$ cat config.mk
export PLATFORM = sky130hd
export DESIGN_NAME = tpfs_fifo
export DESIGN_NICKNAME = d
export VERILOG_FILES = /design/src/rtl/core/tpfs_pkg.sv /design/src/rtl/core/tpfs_fifo.sv
export SDC_FILE = /design/constraint.sdc
export NUM_CORES = 1
export LEC_CHECK = 0
export ABC_AREA = 1
export BUFFER_PORTS_ARGS = -buffer_cell sky130_fd_sc_hd__buf_2
export CAP_MARGIN = 20
export CELL_PAD_IN_SITES_DETAIL_PLACEMENT = 1
export CELL_PAD_IN_SITES_GLOBAL_PLACEMENT = 1
export CORE_MARGIN = 2
export CORE_UTILIZATION = 37
export DETAILED_ROUTE_END_ITERATION = 10
export PLACE_DENSITY_LB_ADDON = 0.1
export SLEW_MARGIN = 20
export SYNTH_ARGS = -nofsm -noshare
export SYNTH_HDL_FRONTEND = slang
export SYNTH_SLANG_ARGS = --single-unit
$ cat constraint.sdc
create_clock -name clk_i -period 4.2 [get_ports clk_i]
set_clock_uncertainty 0.15 [all_clocks]
set_input_delay 0.21 -clock clk_i [delete_from_list [all_inputs] [get_ports clk_i]]
set_output_delay 0.21 -clock clk_i [all_outputs]
set_load 0.01 [all_outputs]
$ cat src/rtl/core/tpfs_pkg.sv
// ----------------------------------------------------------------------------
// Thermal pixel frame statistics package
// Shared types, constants and field widths of the statistics block.
// ----------------------------------------------------------------------------
package tpfs_pkg;

  localparam int unsigned TableDepth = 257;
  localparam int unsigned TableAw    = 9;
  localparam int unsigned MaxPixels  = 1048576;
  localparam int unsigned CountW     = 21;
  localparam int unsigned SumW       = 44;
  localparam int unsigned CfgAw      = 2;
  localparam int unsigned CfgDw      = 24;

  localparam logic signed [23:0] InitMin = 24'sd128000;
  localparam logic signed [23:0] InitMax = -24'sd128000;
  localparam logic signed [23:0] TempMax = 24'sh7FFFFF;
  localparam logic signed [23:0] TempMin = 24'sh800000;

  localparam logic [CfgAw-1:0] RegEnable = 2'd0;
  localparam logic [CfgAw-1:0] RegGain   = 2'd1;
  localparam logic [CfgAw-1:0] RegBias   = 2'd2;

  localparam logic OpLoad  = 1'b0;
  localparam logic OpPixel = 1'b1;

  typedef struct packed {
    logic              op;
    logic [8:0]        table_index;
    logic signed [23:0] table_value;
    logic [15:0]       pixel_code;
    logic [15:0]       pixel_x;
    logic [15:0]       pixel_y;
    logic              frame_end;
  } in_item_t;

  typedef struct packed {
    logic signed [23:0] temperature;
    logic              stats_valid;
    logic signed [23:0] low_temp;
    logic [15:0]       min_col;
    logic [15:0]       min_row;
    logic [15:0]       min_code;
    logic signed [23:0] high_temp;
    logic [15:0]       max_col;
    logic [15:0]       max_row;
    logic [15:0]       max_code;
    logic signed [23:0] mean_temperature;
  } out_item_t;

  // Entry of the queue between the converter and the statistics back end.
  typedef struct packed {
    logic signed [23:0] temperature;
    logic [15:0]       code;
    logic [15:0]       x;
    logic [15:0]       y;
    logic              last;
  } pix_t;

endpackage

$ cat src/rtl/core/tpfs_fifo.sv
// ----------------------------------------------------------------------------
// Pixel queue
// Two-entry queue that decouples the converter from the statistics unit.
// ----------------------------------------------------------------------------
module tpfs_fifo (
  input  logic            clk_i,
  input  logic            rst_ni,
  input  logic            wvalid_i,
  output logic            wready_o,
  input  tpfs_pkg::pix_t  wdata_i,
  output logic            rvalid_o,
  input  logic            rready_i,
  output tpfs_pkg::pix_t  rdata_o
);
  import tpfs_pkg::*;

  pix_t       mem_q [2];
  logic       wp_q, rp_q;
  logic [1:0] cnt_q;
  logic       wr, rd;

  assign wready_o = cnt_q != 2'd2;
  assign rvalid_o = cnt_q != 2'd0;
  assign rdata_o  = mem_q[rp_q];
  assign wr = wvalid_i && wready_o;
  assign rd = rvalid_o && rready_i;

  always_ff @(posedge clk_i or negedge rst_ni) begin
    if (!rst_ni) begin
      wp_q  <= 1'b0;
      rp_q  <= 1'b0;
      cnt_q <= 2'd0;
    end else begin
      if (wr) wp_q <= !wp_q;
      if (rd) rp_q <= !rp_q;
      cnt_q <= cnt_q + 2'(wr) - 2'(rd);
    end
  end

  always_ff @(posedge clk_i) begin
    if (wr) mem_q[wp_q] <= wdata_i;
  end
endmodule

==> results.sh <==
export IMPL_setup_viol=0
export IMPL_critPathMaxStageDelay_ns=0.64
export IMPL_drt_iter0_drc=213
export IMPL_portBuffers=151
export IMPL_r2r_cells=4
export IMPL_cts_root_buf="clkbuf_16"
export IMPL_post_route_util_pct=53.2
export IMPL_max_freq_ghz=0.389
export IMPL_layout_drive_gt1_share_pct=28.1
export IMPL_num_io_pins=152
export IMPL_max_cap_violations=0
export IMPL_antenna_found_initial=0
export IMPL_cts_repair_resized=0
export IMPL_synth_seq_cells=150
export IMPL_finalCriticalPeriod_ns=2.57
export IMPL_report_power_total_mw=5.17
export IMPL_multi_input_area_sq_um=936
export IMPL_syn_avg_cell_area_sq_um=13.5
export IMPL_dp_cells=738
export IMPL_viasPerCell=4.53
export IMPL_criticalPathCategory="reg2out"
export IMPL_die_x_microns=127
export IMPL_synthToLayoutAreaGrowth_pct=39.3
export IMPL_crit_chain="inv_2, buf_4, nand2_1, nand2_1, buf_2"
export IMPL_synthCells=413
export IMPL_cpMostUsedCell="nand2_1"
export IMPL_synth_seq_area_share_pct=80.2
export IMPL_num_vias=3829
export IMPL_peakVddDrop_uv=317
export IMPL_worst_pin_slew_ns=0.902
export IMPL_clock_latency_ns=0.41
export IMPL_diodes=0
export IMPL_rsz0062_at_grt="false"
export IMPL_initial_utilization_pct=38.2
export IMPL_hold_viol_final=0
export IMPL_cts_buffers=17
export IMPL_synth_area_sq_mm=0.00559
export IMPL_die_area_sq_mm=0.0161
export IMPL_die_h_microns=127
export IMPL_critPathRequiredTime_ns=3.84
export IMPL_min_from="rready_i"
export IMPL_rows=44
export IMPL_cp_arrival_ns=2.21
export IMPL_layout_common_cells="nand2_1 (226), buf_2 (151), edfxtp_1 (146)"
export IMPL_start_kind="register"
export IMPL_fin_crit_sh_pct=61.2
export IMPL_slew_violations=0
export IMPL_grt_max_degree=74
export IMPL_worst_slack_ns=1.63
export IMPL_drc_errors=0
export IMPL_clockBufferDepth=2
export IMPL_critPathSlowestCell="inv_2"
export IMPL_endpoint_kind="output pin"
export IMPL_nets=727
export IMPL_slew_headroom_pct=39.9
export IMPL_grt_overflow_total=0
export IMPL_htree_levels=4
export IMPL_clock_sinks=150
export IMPL_seqCellArea_sq_mm=0.00449
export IMPL_fill_cells=1530
export IMPL_clkSlewWorstSetupHoldPaths_ns=0.06
export IMPL_yosys_warnings=0
export IMPL_routed_wl_microns=12900
export IMPL_final_common_cell="nand2_1"
export IMPL_hold_path_class="in2reg"
export IMPL_antenna_left=0
export IMPL_synth_nets=491
export IMPL_yosysUniqueCellTypes=15
export IMPL_grt_pass1_vias=4098
export IMPL_r2r_slack_ns=1.93
export IMPL_path_max_fanout=50
export IMPL_post_dp_hpwl_microns=7910
export IMPL_startpoint="rp_q"
export IMPL_holdPathEnd="cnt_q[1]"
export IMPL_stdcell_count=845
export IMPL_dr_pass1_iters=4
export IMPL_grt_pass1_wl_microns=20400
export IMPL_core_area_sq_mm=0.0146
export IMPL_cts_tree="done"
export IMPL_power_density_mw_per_mm2=664
export IMPL_setup_tns_ns=0
export IMPL_status="completed"
export IMPL_holdPathStages=5
export IMPL_r2r_start="cnt_q[1]"
export IMPL_post_place_ws_ns=1.89
export IMPL_finalWeightedCongestion=0.702
export IMPL_wire_per_inst_microns=15.3
export IMPL_rr_endpoint="mem_q[1][52]"
export IMPL_grt_usage_pct=16.9
export IMPL_leakage_nw=3.35
per-stage QoR:
stage          hold slack, ns  area [sq um]
3_5_place_dp           -0.126          6480
3_3_place_gp           -0.127          6480
4_1_cts                0.0321          7790
5_1_grt                0.0536          7790
6_report               0.0558          7790
2_1_floorplan          -0.236          5600
cells by family after synthesis:
family                   share of synthesized area, %
XOR/XNOR                                        0.157
AND/OR/NAND/NOR                                  15.9
adder cells (fa/ha/maj)                         0.224
flip-flops                                       80.2
buffers and inverters                            3.31
AO/OA/AOI/OAI                                   0.179
sequential cells by signal, indices dropped and copies added, names as in the netlist:
register and count:
mem_q 146, wp_q 1, rp_q 1, cnt_q 2
power breakdown:
group	leakage (nW)	switching [mW]	internal, mW	total [mW]
clock network	0.258	0.546	0.854	1.40
registers	1.40	0.0898	2.04	2.13
logic	1.69	1.09	0.546	1.64
worst max-delay path by stage:
stage	slack, ns	cells after the start	end
3_3_place_gp	1.95	5	rdata_o[52]
3_5_place_dp	1.89	5	mem_q[1][65]
5_1_grt	1.36	5	rdata_o[58]
6_report	1.63	5	rdata_o[59]
2_1_floorplan	1.08	3	mem_q[1][0]
4_1_cts	1.51	5	rdata_o[63]
routing by layer:
layer  up-vias  global-route usage (%)  part of all wire [%]
met3        21                    4.68                   4.5
li1       1861                       -                     -
met4         0                    7.43                   2.2
met1      1836                    20.2                    43
met2       111                    28.6                    50
met5         -                       0                     0
synth_stat cells:
cell type	count	share of area, %
nand2_2	2	0.22
xor2_1	1	0.16
ha_1	1	0.22
buf_6	10	2.0
nor2_1	5	0.34
buf_2	1	0.089
inv_2	1	0.067
nand3_1	2	0.18
edfxtp_1	146	78
a21oi_1	1	0.089
inv_1	7	0.47
o21ai_1	1	0.089
dfrtp_1	4	1.8
buf_4	5	0.67
nand2_1	226	15
timing repair:
action	CTS	global route
hold endpoints to repair	151	0
hold buffers	76	0
buffers inserted	0	0
layout make-up:
| cell class | count | area share [%] |
|---|---|---|
| Clock inverter | 13 | 1.48 |
| Sequential cell | 150 | 57.6 |
| Tap cell | 184 | 2.96 |
| Multi-Input combinational cell | 239 | 12.0 |
| Timing Repair Buffer | 233 | 20.1 |
| Inverter | 8 | 0.386 |
| Clock buffer | 18 | 5.51 |
critical path: cells and delay by family (launching register included):
family / cells / cell delay (ns)
buf+inv: 3 / 1.20
flops: 1 / 0.40
simple gates: 2 / 0.18
(Power assumes the default switching activity.)
