[config.mk]
export PLATFORM = sky130hd
export DESIGN_NAME = tpfs_stats
export DESIGN_NICKNAME = d
export VERILOG_FILES = /design/src/rtl/core/tpfs_pkg.sv /design/src/rtl/core/tpfs_stats.sv
export SDC_FILE = /design/constraint.sdc
export NUM_CORES = 1
export LEC_CHECK = 0
export CAP_MARGIN = 10
export CORE_AREA = 2 2 265 267
export DETAILED_ROUTE_END_ITERATION = 6
export DIE_AREA = 0 0 267 269
export DONT_BUFFER_PORTS = 1
export GPL_ROUTABILITY_DRIVEN = 0
export HOLD_SLACK_MARGIN = 0.12
export PLACE_DENSITY = 0.52
export SLEW_MARGIN = 20
export SYNTH_ARGS = -nofsm -noshare
export SYNTH_HDL_FRONTEND = slang
export SYNTH_SLANG_ARGS = --single-unit
[constraint.sdc]
create_clock -name clk_i -period 6.3 [get_ports clk_i]
set_input_delay 0.63 -clock clk_i [delete_from_list [all_inputs] [get_ports clk_i]]
set_output_delay 0.63 -clock clk_i [all_outputs]
set_load 0.03 [all_outputs]
[src/rtl/core/tpfs_pkg.sv]
// ----------------------------------------------------------------------------
// Thermal pixel frame statistics package
// Shared types, constants and field widths of the statistics block.
// ----------------------------------------------------------------------------
package tpfs_pkg;

  localparam int unsigned TableDepth = 257;
  localparam int unsigned TableAw    = 9;
  localparam int unsigned MaxPixels  = 1048576;
  localparam int unsigned CountW     = 21;
  localparam int unsigned SumW       = 44;
  localparam int unsigned CfgAw      = 2;
  localparam int unsigned CfgDw      = 24;

  localparam logic signed [23:0] InitMin = 24'sd128000;
  localparam logic signed [23:0] InitMax = -24'sd128000;
  localparam logic signed [23:0] TempMax = 24'sh7FFFFF;
  localparam logic signed [23:0] TempMin = 24'sh800000;

  localparam logic [CfgAw-1:0] RegEnable = 2'd0;
  localparam logic [CfgAw-1:0] RegGain   = 2'd1;
  localparam logic [CfgAw-1:0] RegBias   = 2'd2;

  localparam logic OpLoad  = 1'b0;
  localparam logic OpPixel = 1'b1;

  typedef struct packed {
    logic              op;
    logic [8:0]        table_index;
    logic signed [23:0] table_value;
    logic [15:0]       pixel_code;
    logic [15:0]       pixel_x;
    logic [15:0]       pixel_y;
    logic              frame_end;
  } in_item_t;

  typedef struct packed {
    logic signed [23:0] temperature;
    logic              stats_valid;
    logic signed [23:0] low_temp;
    logic [15:0]       min_col;
    logic [15:0]       min_row;
    logic [15:0]       min_code;
    logic signed [23:0] high_temp;
    logic [15:0]       max_col;
    logic [15:0]       max_row;
    logic [15:0]       max_code;
    logic signed [23:0] mean_temperature;
  } out_item_t;

  // Entry of the queue between the converter and the statistics back end.
  typedef struct packed {
    logic signed [23:0] temperature;
    logic [15:0]       code;
    logic [15:0]       x;
    logic [15:0]       y;
    logic              last;
  } pix_t;

endpackage

[src/rtl/core/tpfs_stats.sv]
// ----------------------------------------------------------------------------
// Statistics back end
// Tracks min, max, sum and count; divides for the mean at frame end with a
// restoring divider, one quotient bit per cycle; holds the result register.
// ----------------------------------------------------------------------------
module tpfs_stats (
  input  logic                  clk_i,
  input  logic                  rst_ni,
  input  logic                  pix_valid_i,
  output logic                  pix_ready_o,
  input  tpfs_pkg::pix_t        pix_i,
  output logic                  out_valid,
  input  logic                  out_ready,
  output tpfs_pkg::out_item_t   out_data
);
  import tpfs_pkg::*;

  typedef enum logic [1:0] {StRun, StDiv, StEmit} state_e;

  localparam int unsigned DivSteps = SumW;

  state_e              state_q;
  logic signed [23:0]  min_q, max_q;
  logic [15:0]         mnc_q, mnr_q, mnk_q, mxc_q, mxr_q, mxk_q;
  logic signed [SumW-1:0] sum_q;
  logic [CountW-1:0]   cnt_q;
  out_item_t           res_q;
  logic                ov_q;
  logic [SumW-1:0]     dq_q;
  logic [CountW:0]     rem_q;
  logic [CountW-1:0]   den_q;
  logic                neg_q;
  logic [5:0]          step_q;

  logic                take;
  logic                ov_set;
  logic signed [23:0]  t;
  logic signed [23:0]  min_d, max_d;
  logic [15:0]         mnc_d, mnr_d, mnk_d, mxc_d, mxr_d, mxk_d;
  logic signed [SumW-1:0] sum_d;
  logic [CountW-1:0]   cnt_d;
  logic                add;
  logic [SumW-1:0]     mag;
  logic [CountW+1:0]   trial;
  logic [SumW-1:0]     qneg;

  assign t    = pix_i.temperature;
  assign take = pix_valid_i && pix_ready_o;
  assign pix_ready_o = (state_q == StRun) && (!ov_q || out_ready);
  assign out_valid = ov_q;
  assign out_data  = res_q;
  assign add  = cnt_q < CountW'(MaxPixels);
  assign ov_set = (take && !pix_i.last) ||
                  ((state_q == StEmit) && (!ov_q || out_ready));

  always_comb begin
    sum_d = add ? sum_q + SumW'(t) : sum_q;
    cnt_d = add ? cnt_q + 1'b1 : cnt_q;
    min_d = min_q; mnc_d = mnc_q; mnr_d = mnr_q; mnk_d = mnk_q;
    max_d = max_q; mxc_d = mxc_q; mxr_d = mxr_q; mxk_d = mxk_q;
    if (t < min_q) begin
      min_d = t; mnc_d = pix_i.x; mnr_d = pix_i.y; mnk_d = pix_i.code;
    end
    if (t > max_q) begin
      max_d = t; mxc_d = pix_i.x; mxr_d = pix_i.y; mxk_d = pix_i.code;
    end
    mag = sum_d[SumW-1] ? SumW'(-sum_d) : SumW'(sum_d);
  end

  assign trial = {rem_q, dq_q[SumW-1]} - {2'b00, den_q};
  assign qneg  = neg_q ? SumW'(-dq_q) : dq_q;

  always_ff @(posedge clk_i or negedge rst_ni) begin
    if (!rst_ni) begin
      state_q <= StRun;
      ov_q    <= 1'b0;
      res_q   <= '0;
      min_q   <= InitMin;
      max_q   <= InitMax;
      mnc_q <= '0; mnr_q <= '0; mnk_q <= '0;
      mxc_q <= '0; mxr_q <= '0; mxk_q <= '0;
      sum_q   <= '0;
      cnt_q   <= '0;
      dq_q    <= '0;
      rem_q   <= '0;
      den_q   <= '0;
      neg_q   <= 1'b0;
      step_q  <= '0;
    end else begin
      if (ov_set) begin
        ov_q <= 1'b1;
      end else if (out_ready) begin
        ov_q <= 1'b0;
      end
      unique case (state_q)
        StRun: begin
          if (take) begin
            if (pix_i.last) begin
              res_q.temperature     <= t;
              res_q.stats_valid     <= 1'b1;
              res_q.low_temp        <= min_d;
              res_q.min_col <= mnc_d; res_q.min_row <= mnr_d; res_q.min_code <= mnk_d;
              res_q.high_temp       <= max_d;
              res_q.max_col <= mxc_d; res_q.max_row <= mxr_d; res_q.max_code <= mxk_d;
              dq_q   <= mag;
              neg_q  <= sum_d[SumW-1];
              den_q  <= cnt_d;
              rem_q  <= '0;
              step_q <= '0;
              state_q <= StDiv;
              min_q <= InitMin; max_q <= InitMax;
              mnc_q <= '0; mnr_q <= '0; mnk_q <= '0;
              mxc_q <= '0; mxr_q <= '0; mxk_q <= '0;
              sum_q <= '0; cnt_q <= '0;
            end else begin
              res_q <= '{temperature: t, default: '0};
              min_q <= min_d; mnc_q <= mnc_d; mnr_q <= mnr_d; mnk_q <= mnk_d;
              max_q <= max_d; mxc_q <= mxc_d; mxr_q <= mxr_d; mxk_q <= mxk_d;
              sum_q <= sum_d; cnt_q <= cnt_d;
            end
          end
        end
        StDiv: begin
          if (!trial[CountW+1]) begin
            rem_q <= trial[CountW:0];
            dq_q  <= {dq_q[SumW-2:0], 1'b1};
          end else begin
            rem_q <= {rem_q[CountW-1:0], dq_q[SumW-1]};
            dq_q  <= {dq_q[SumW-2:0], 1'b0};
          end
          step_q <= step_q + 1'b1;
          if (step_q == 6'(DivSteps - 1)) state_q <= StEmit;
        end
        StEmit: begin
          if (!ov_q || out_ready) begin
            res_q.mean_temperature <= qneg[23:0];
            state_q <= StRun;
          end
        end
        default: state_q <= StRun;
      endcase
    end
  end
endmodule

==> out/metrics.yaml <==
grt:
  grt.overflow.total: 0
  grt_first_pass_wirelength_mm: 139
  antenna_found_initial: 1
  grt_usage_pct: 24.2
  grt_max_degree: 500
  grt_pass1_vias: 23500
synthesis:
  synth_seq_cells: 499
  synth_xor_area_share_pct: 3.71
  syn_nets: 3433
  synth_top_family_by_area: "compound AO/OA/AOI/OAI gates"
  synth-simple-area-share_pct: 18.4
  async_reset_ff_share_pct: 100
  synth_fa_ha_area_share_pct: 5.13
  syn_inst: 3239
  ys.flop_type: "dfrtp_1"
  synthMuxAreaShare_pct: 3.04
  yosys.area.top_type: "dfrtp_1"
  synth_top_cells_by_area: "dfrtp_1 (42%), nand2_1 (7.5%), o21ai_0 (5.9%)"
  yosysWarnings: 0
  synth_edf_count: 0
  syn_avg_cell_area_um2: 8.90
  synth-seq-area-share_pct: 43.4
  synth_compound_area_share_pct: 21.6
  synth_cell_types: 91
  syn_area_mm2: 0.0288
  synth.top_cell.area_share_pct: 42.0
timing:
  setup_tns_ps: 0
  max_slew_margin_pct: -123
  layout_min_cycle_time_ps: 4860
  finalMaxSlewViolations: 446
  rsz0062_at_grt: "false"
  fmax_mhz: 206
  hold_viol_final: 41
  hold_slack_ps: -269
  clock_skew_ps: 31.2
  setup_viol_count_final: 0
  fin_crit_sh_pct: 77.2
  worst_pin_slew_ps: 3350
  setup_ws_ps: 1440
clocking:
  cts_made_buffers: 57
  cts.path.max_buffers: 3
  hold_buffers: 23
  root_buffer: "clkbuf_16"
  h-tree-depth: 2
  clk_pin_slew_ps: 60
  post-cts-setup-buffers: 0
  cts_tree: "yes"
  cts_sinks: 499
  worstSkewPairLatency_ps: 650
placed_design:
  place_ws_ps: 1120
  dp_cells: 3969
  portBuffers: 0
  post-dp-hpwl_mm: 56.6
layout:
  fill_cells: 6683
  area_growth_pct: 9.72
  most-common-layout-cells: "nand2_1 (572), dfrtp_1 (483), o21ai_0 (337)"
  antennaDiodeCount: 0
  final_common_cell: "nand2_1"
  utilization_pct: 45.6
  drive_gt1_share_pct: 6.04
  nNetsFinal: 3305
  instances_no_fill: 4100
detailed_routing:
  vias: 24300
  drt_iter0_markers: 2127
  wl_per_cell_um: 21.5
  firstDrtPassIters: 6
  via_per_inst: 5.92
  drc: 0
  ant_nets: 0
  drt-total-wl_mm: 88.1
critical_path:
  startpoint_type: "flop"
  end_kind: "flop"
  crit_arrival_ps: 5350
  worstSetupPathType: "reg -> reg"
  reg2reg_from: "sum_q[3]"
  worstPathRequired_ps: 6780
  worst-path-max-fanout: 7
  cp-startpoint: "sum_q[3]"
min_path:
  hp-class: "in -> async"
floorplan:
  num_io_pins: 272
  row_count: 97
  dieArea_mm2: 0.0718
  die_x_um: 267
  coreArea_mm2: 0.0693
  initial_utilization_pct: 41.6
  die_h_um: 269
job:
  cap_violations: 0
power:
  ir_drop_uv: 258
  power.density_mw_per_mm2: 609
  p_leak_nw: 13.9
status:
  run_status: "finished with violations"
  violations: "negative hold slack, max-slew violations"
==> state kept, by name (all words and copies together) (netlist names), 16 cells and up <==
signal	cells
cnt_q	21
mxr_q	16
mnk_q	16
out_data	193
rem_q	22
max_q	24
dq_q	44
den_q	21
mxk_q	16
mnc_q	16
mnr_q	16
mxc_q	16
sum_q	44
min_q	24
==> routing by layer <==
layer | vias up | wire [um] | track usage, %
met5 | - | 0 | 0
met2 | 585 | 40100 | 37.7
met3 | 104 | 6020 | 5.82
met4 | 0 | 1530 | 5.06
met1 | 12100 | 40500 | 34.2
li1 | 11500 | - | -
==> stage by stage <==
step / power, W / cell area [um2]
after global placement: 0.0154 / 29300
after floorplan: 0.0133 / 28800
after global routing: 0.0208 / 31600
final: 0.0193 / 31600
after CTS: 0.0194 / 31600
after detailed placement: 0.0157 / 29300
==> cell families after synthesis <==
logic type,after synthesis
fa+ha+maj,117
xor+xnor,122
mux,87
buf+inv,335
simple gates,1109
flops,499
compound gates,970
==> worst max-delay path, stage by stage, from the launching register on <==
cell and delay, ps:
dfrtp_1 410, ha_1 390, o211ai_1 150, o21ai_0 480
a22oi_1 330, a2111oi_0 1150, o21ai_0 280, a32oi_1 450
and3b_1 320, nand3b_1 110, o41ai_2 400, xnor2_1 150
o21ai_0 90
==> path summary, 6_finish.rpt <==
path / endpoint / cells past startpoint / slack, ps
min reg2reg: den_q[16] / 2 / 480
max reg2reg: dq_q[40] / 12 / 1440
min in group clk_i: min_q[22] / 1 / 150
min: sum_q[34] / 0 / -270
max: dq_q[40] / 12 / 1440
max in group asynchronous: cnt_q[20] / 0 / 3820
==> area by class of cell <==
cell class              count  area [um2]  area share [%]
flip-flops and latches    499       12500            39.6
inverters                  96         362            1.14
well taps                 940        1180            3.72
multi-input cells        2405       15000            47.6
repair buffers             52         473            1.50
clock inverters            27         380            1.20
clock buffers              81        1680            5.30
==> cells in the mapped netlist (66+ instances only) <==
master / count
nand2_1: 574
dfrtp_1: 484
o21ai_0: 337
clkbuf_1: 202
a21oi_1: 160
nor2_1: 126
o211ai_1: 123
ha_1: 115
inv_1: 95
a22oi_1: 90
nand4_1: 89
mux2i_1: 82
xor2_1: 69
nand3_1: 66
==> where the power goes <==
part | leakage [nW] | internal [W] | switching (W)
Clock | 0.996 | 0.00215 | 0.00146
Sequential | 6.07 | 0.00474 | 0.00253
Combinational | 6.79 | 0.00333 | 0.00504
==> repair_timing <==
item                                    in CTS  in global routing
endpoints found under the hold margin      536                499
endpoints found under the setup margin       0                  0
gates resized for setup                      0                  0
No activity file was read; power rests on OpenSTA's default activity.
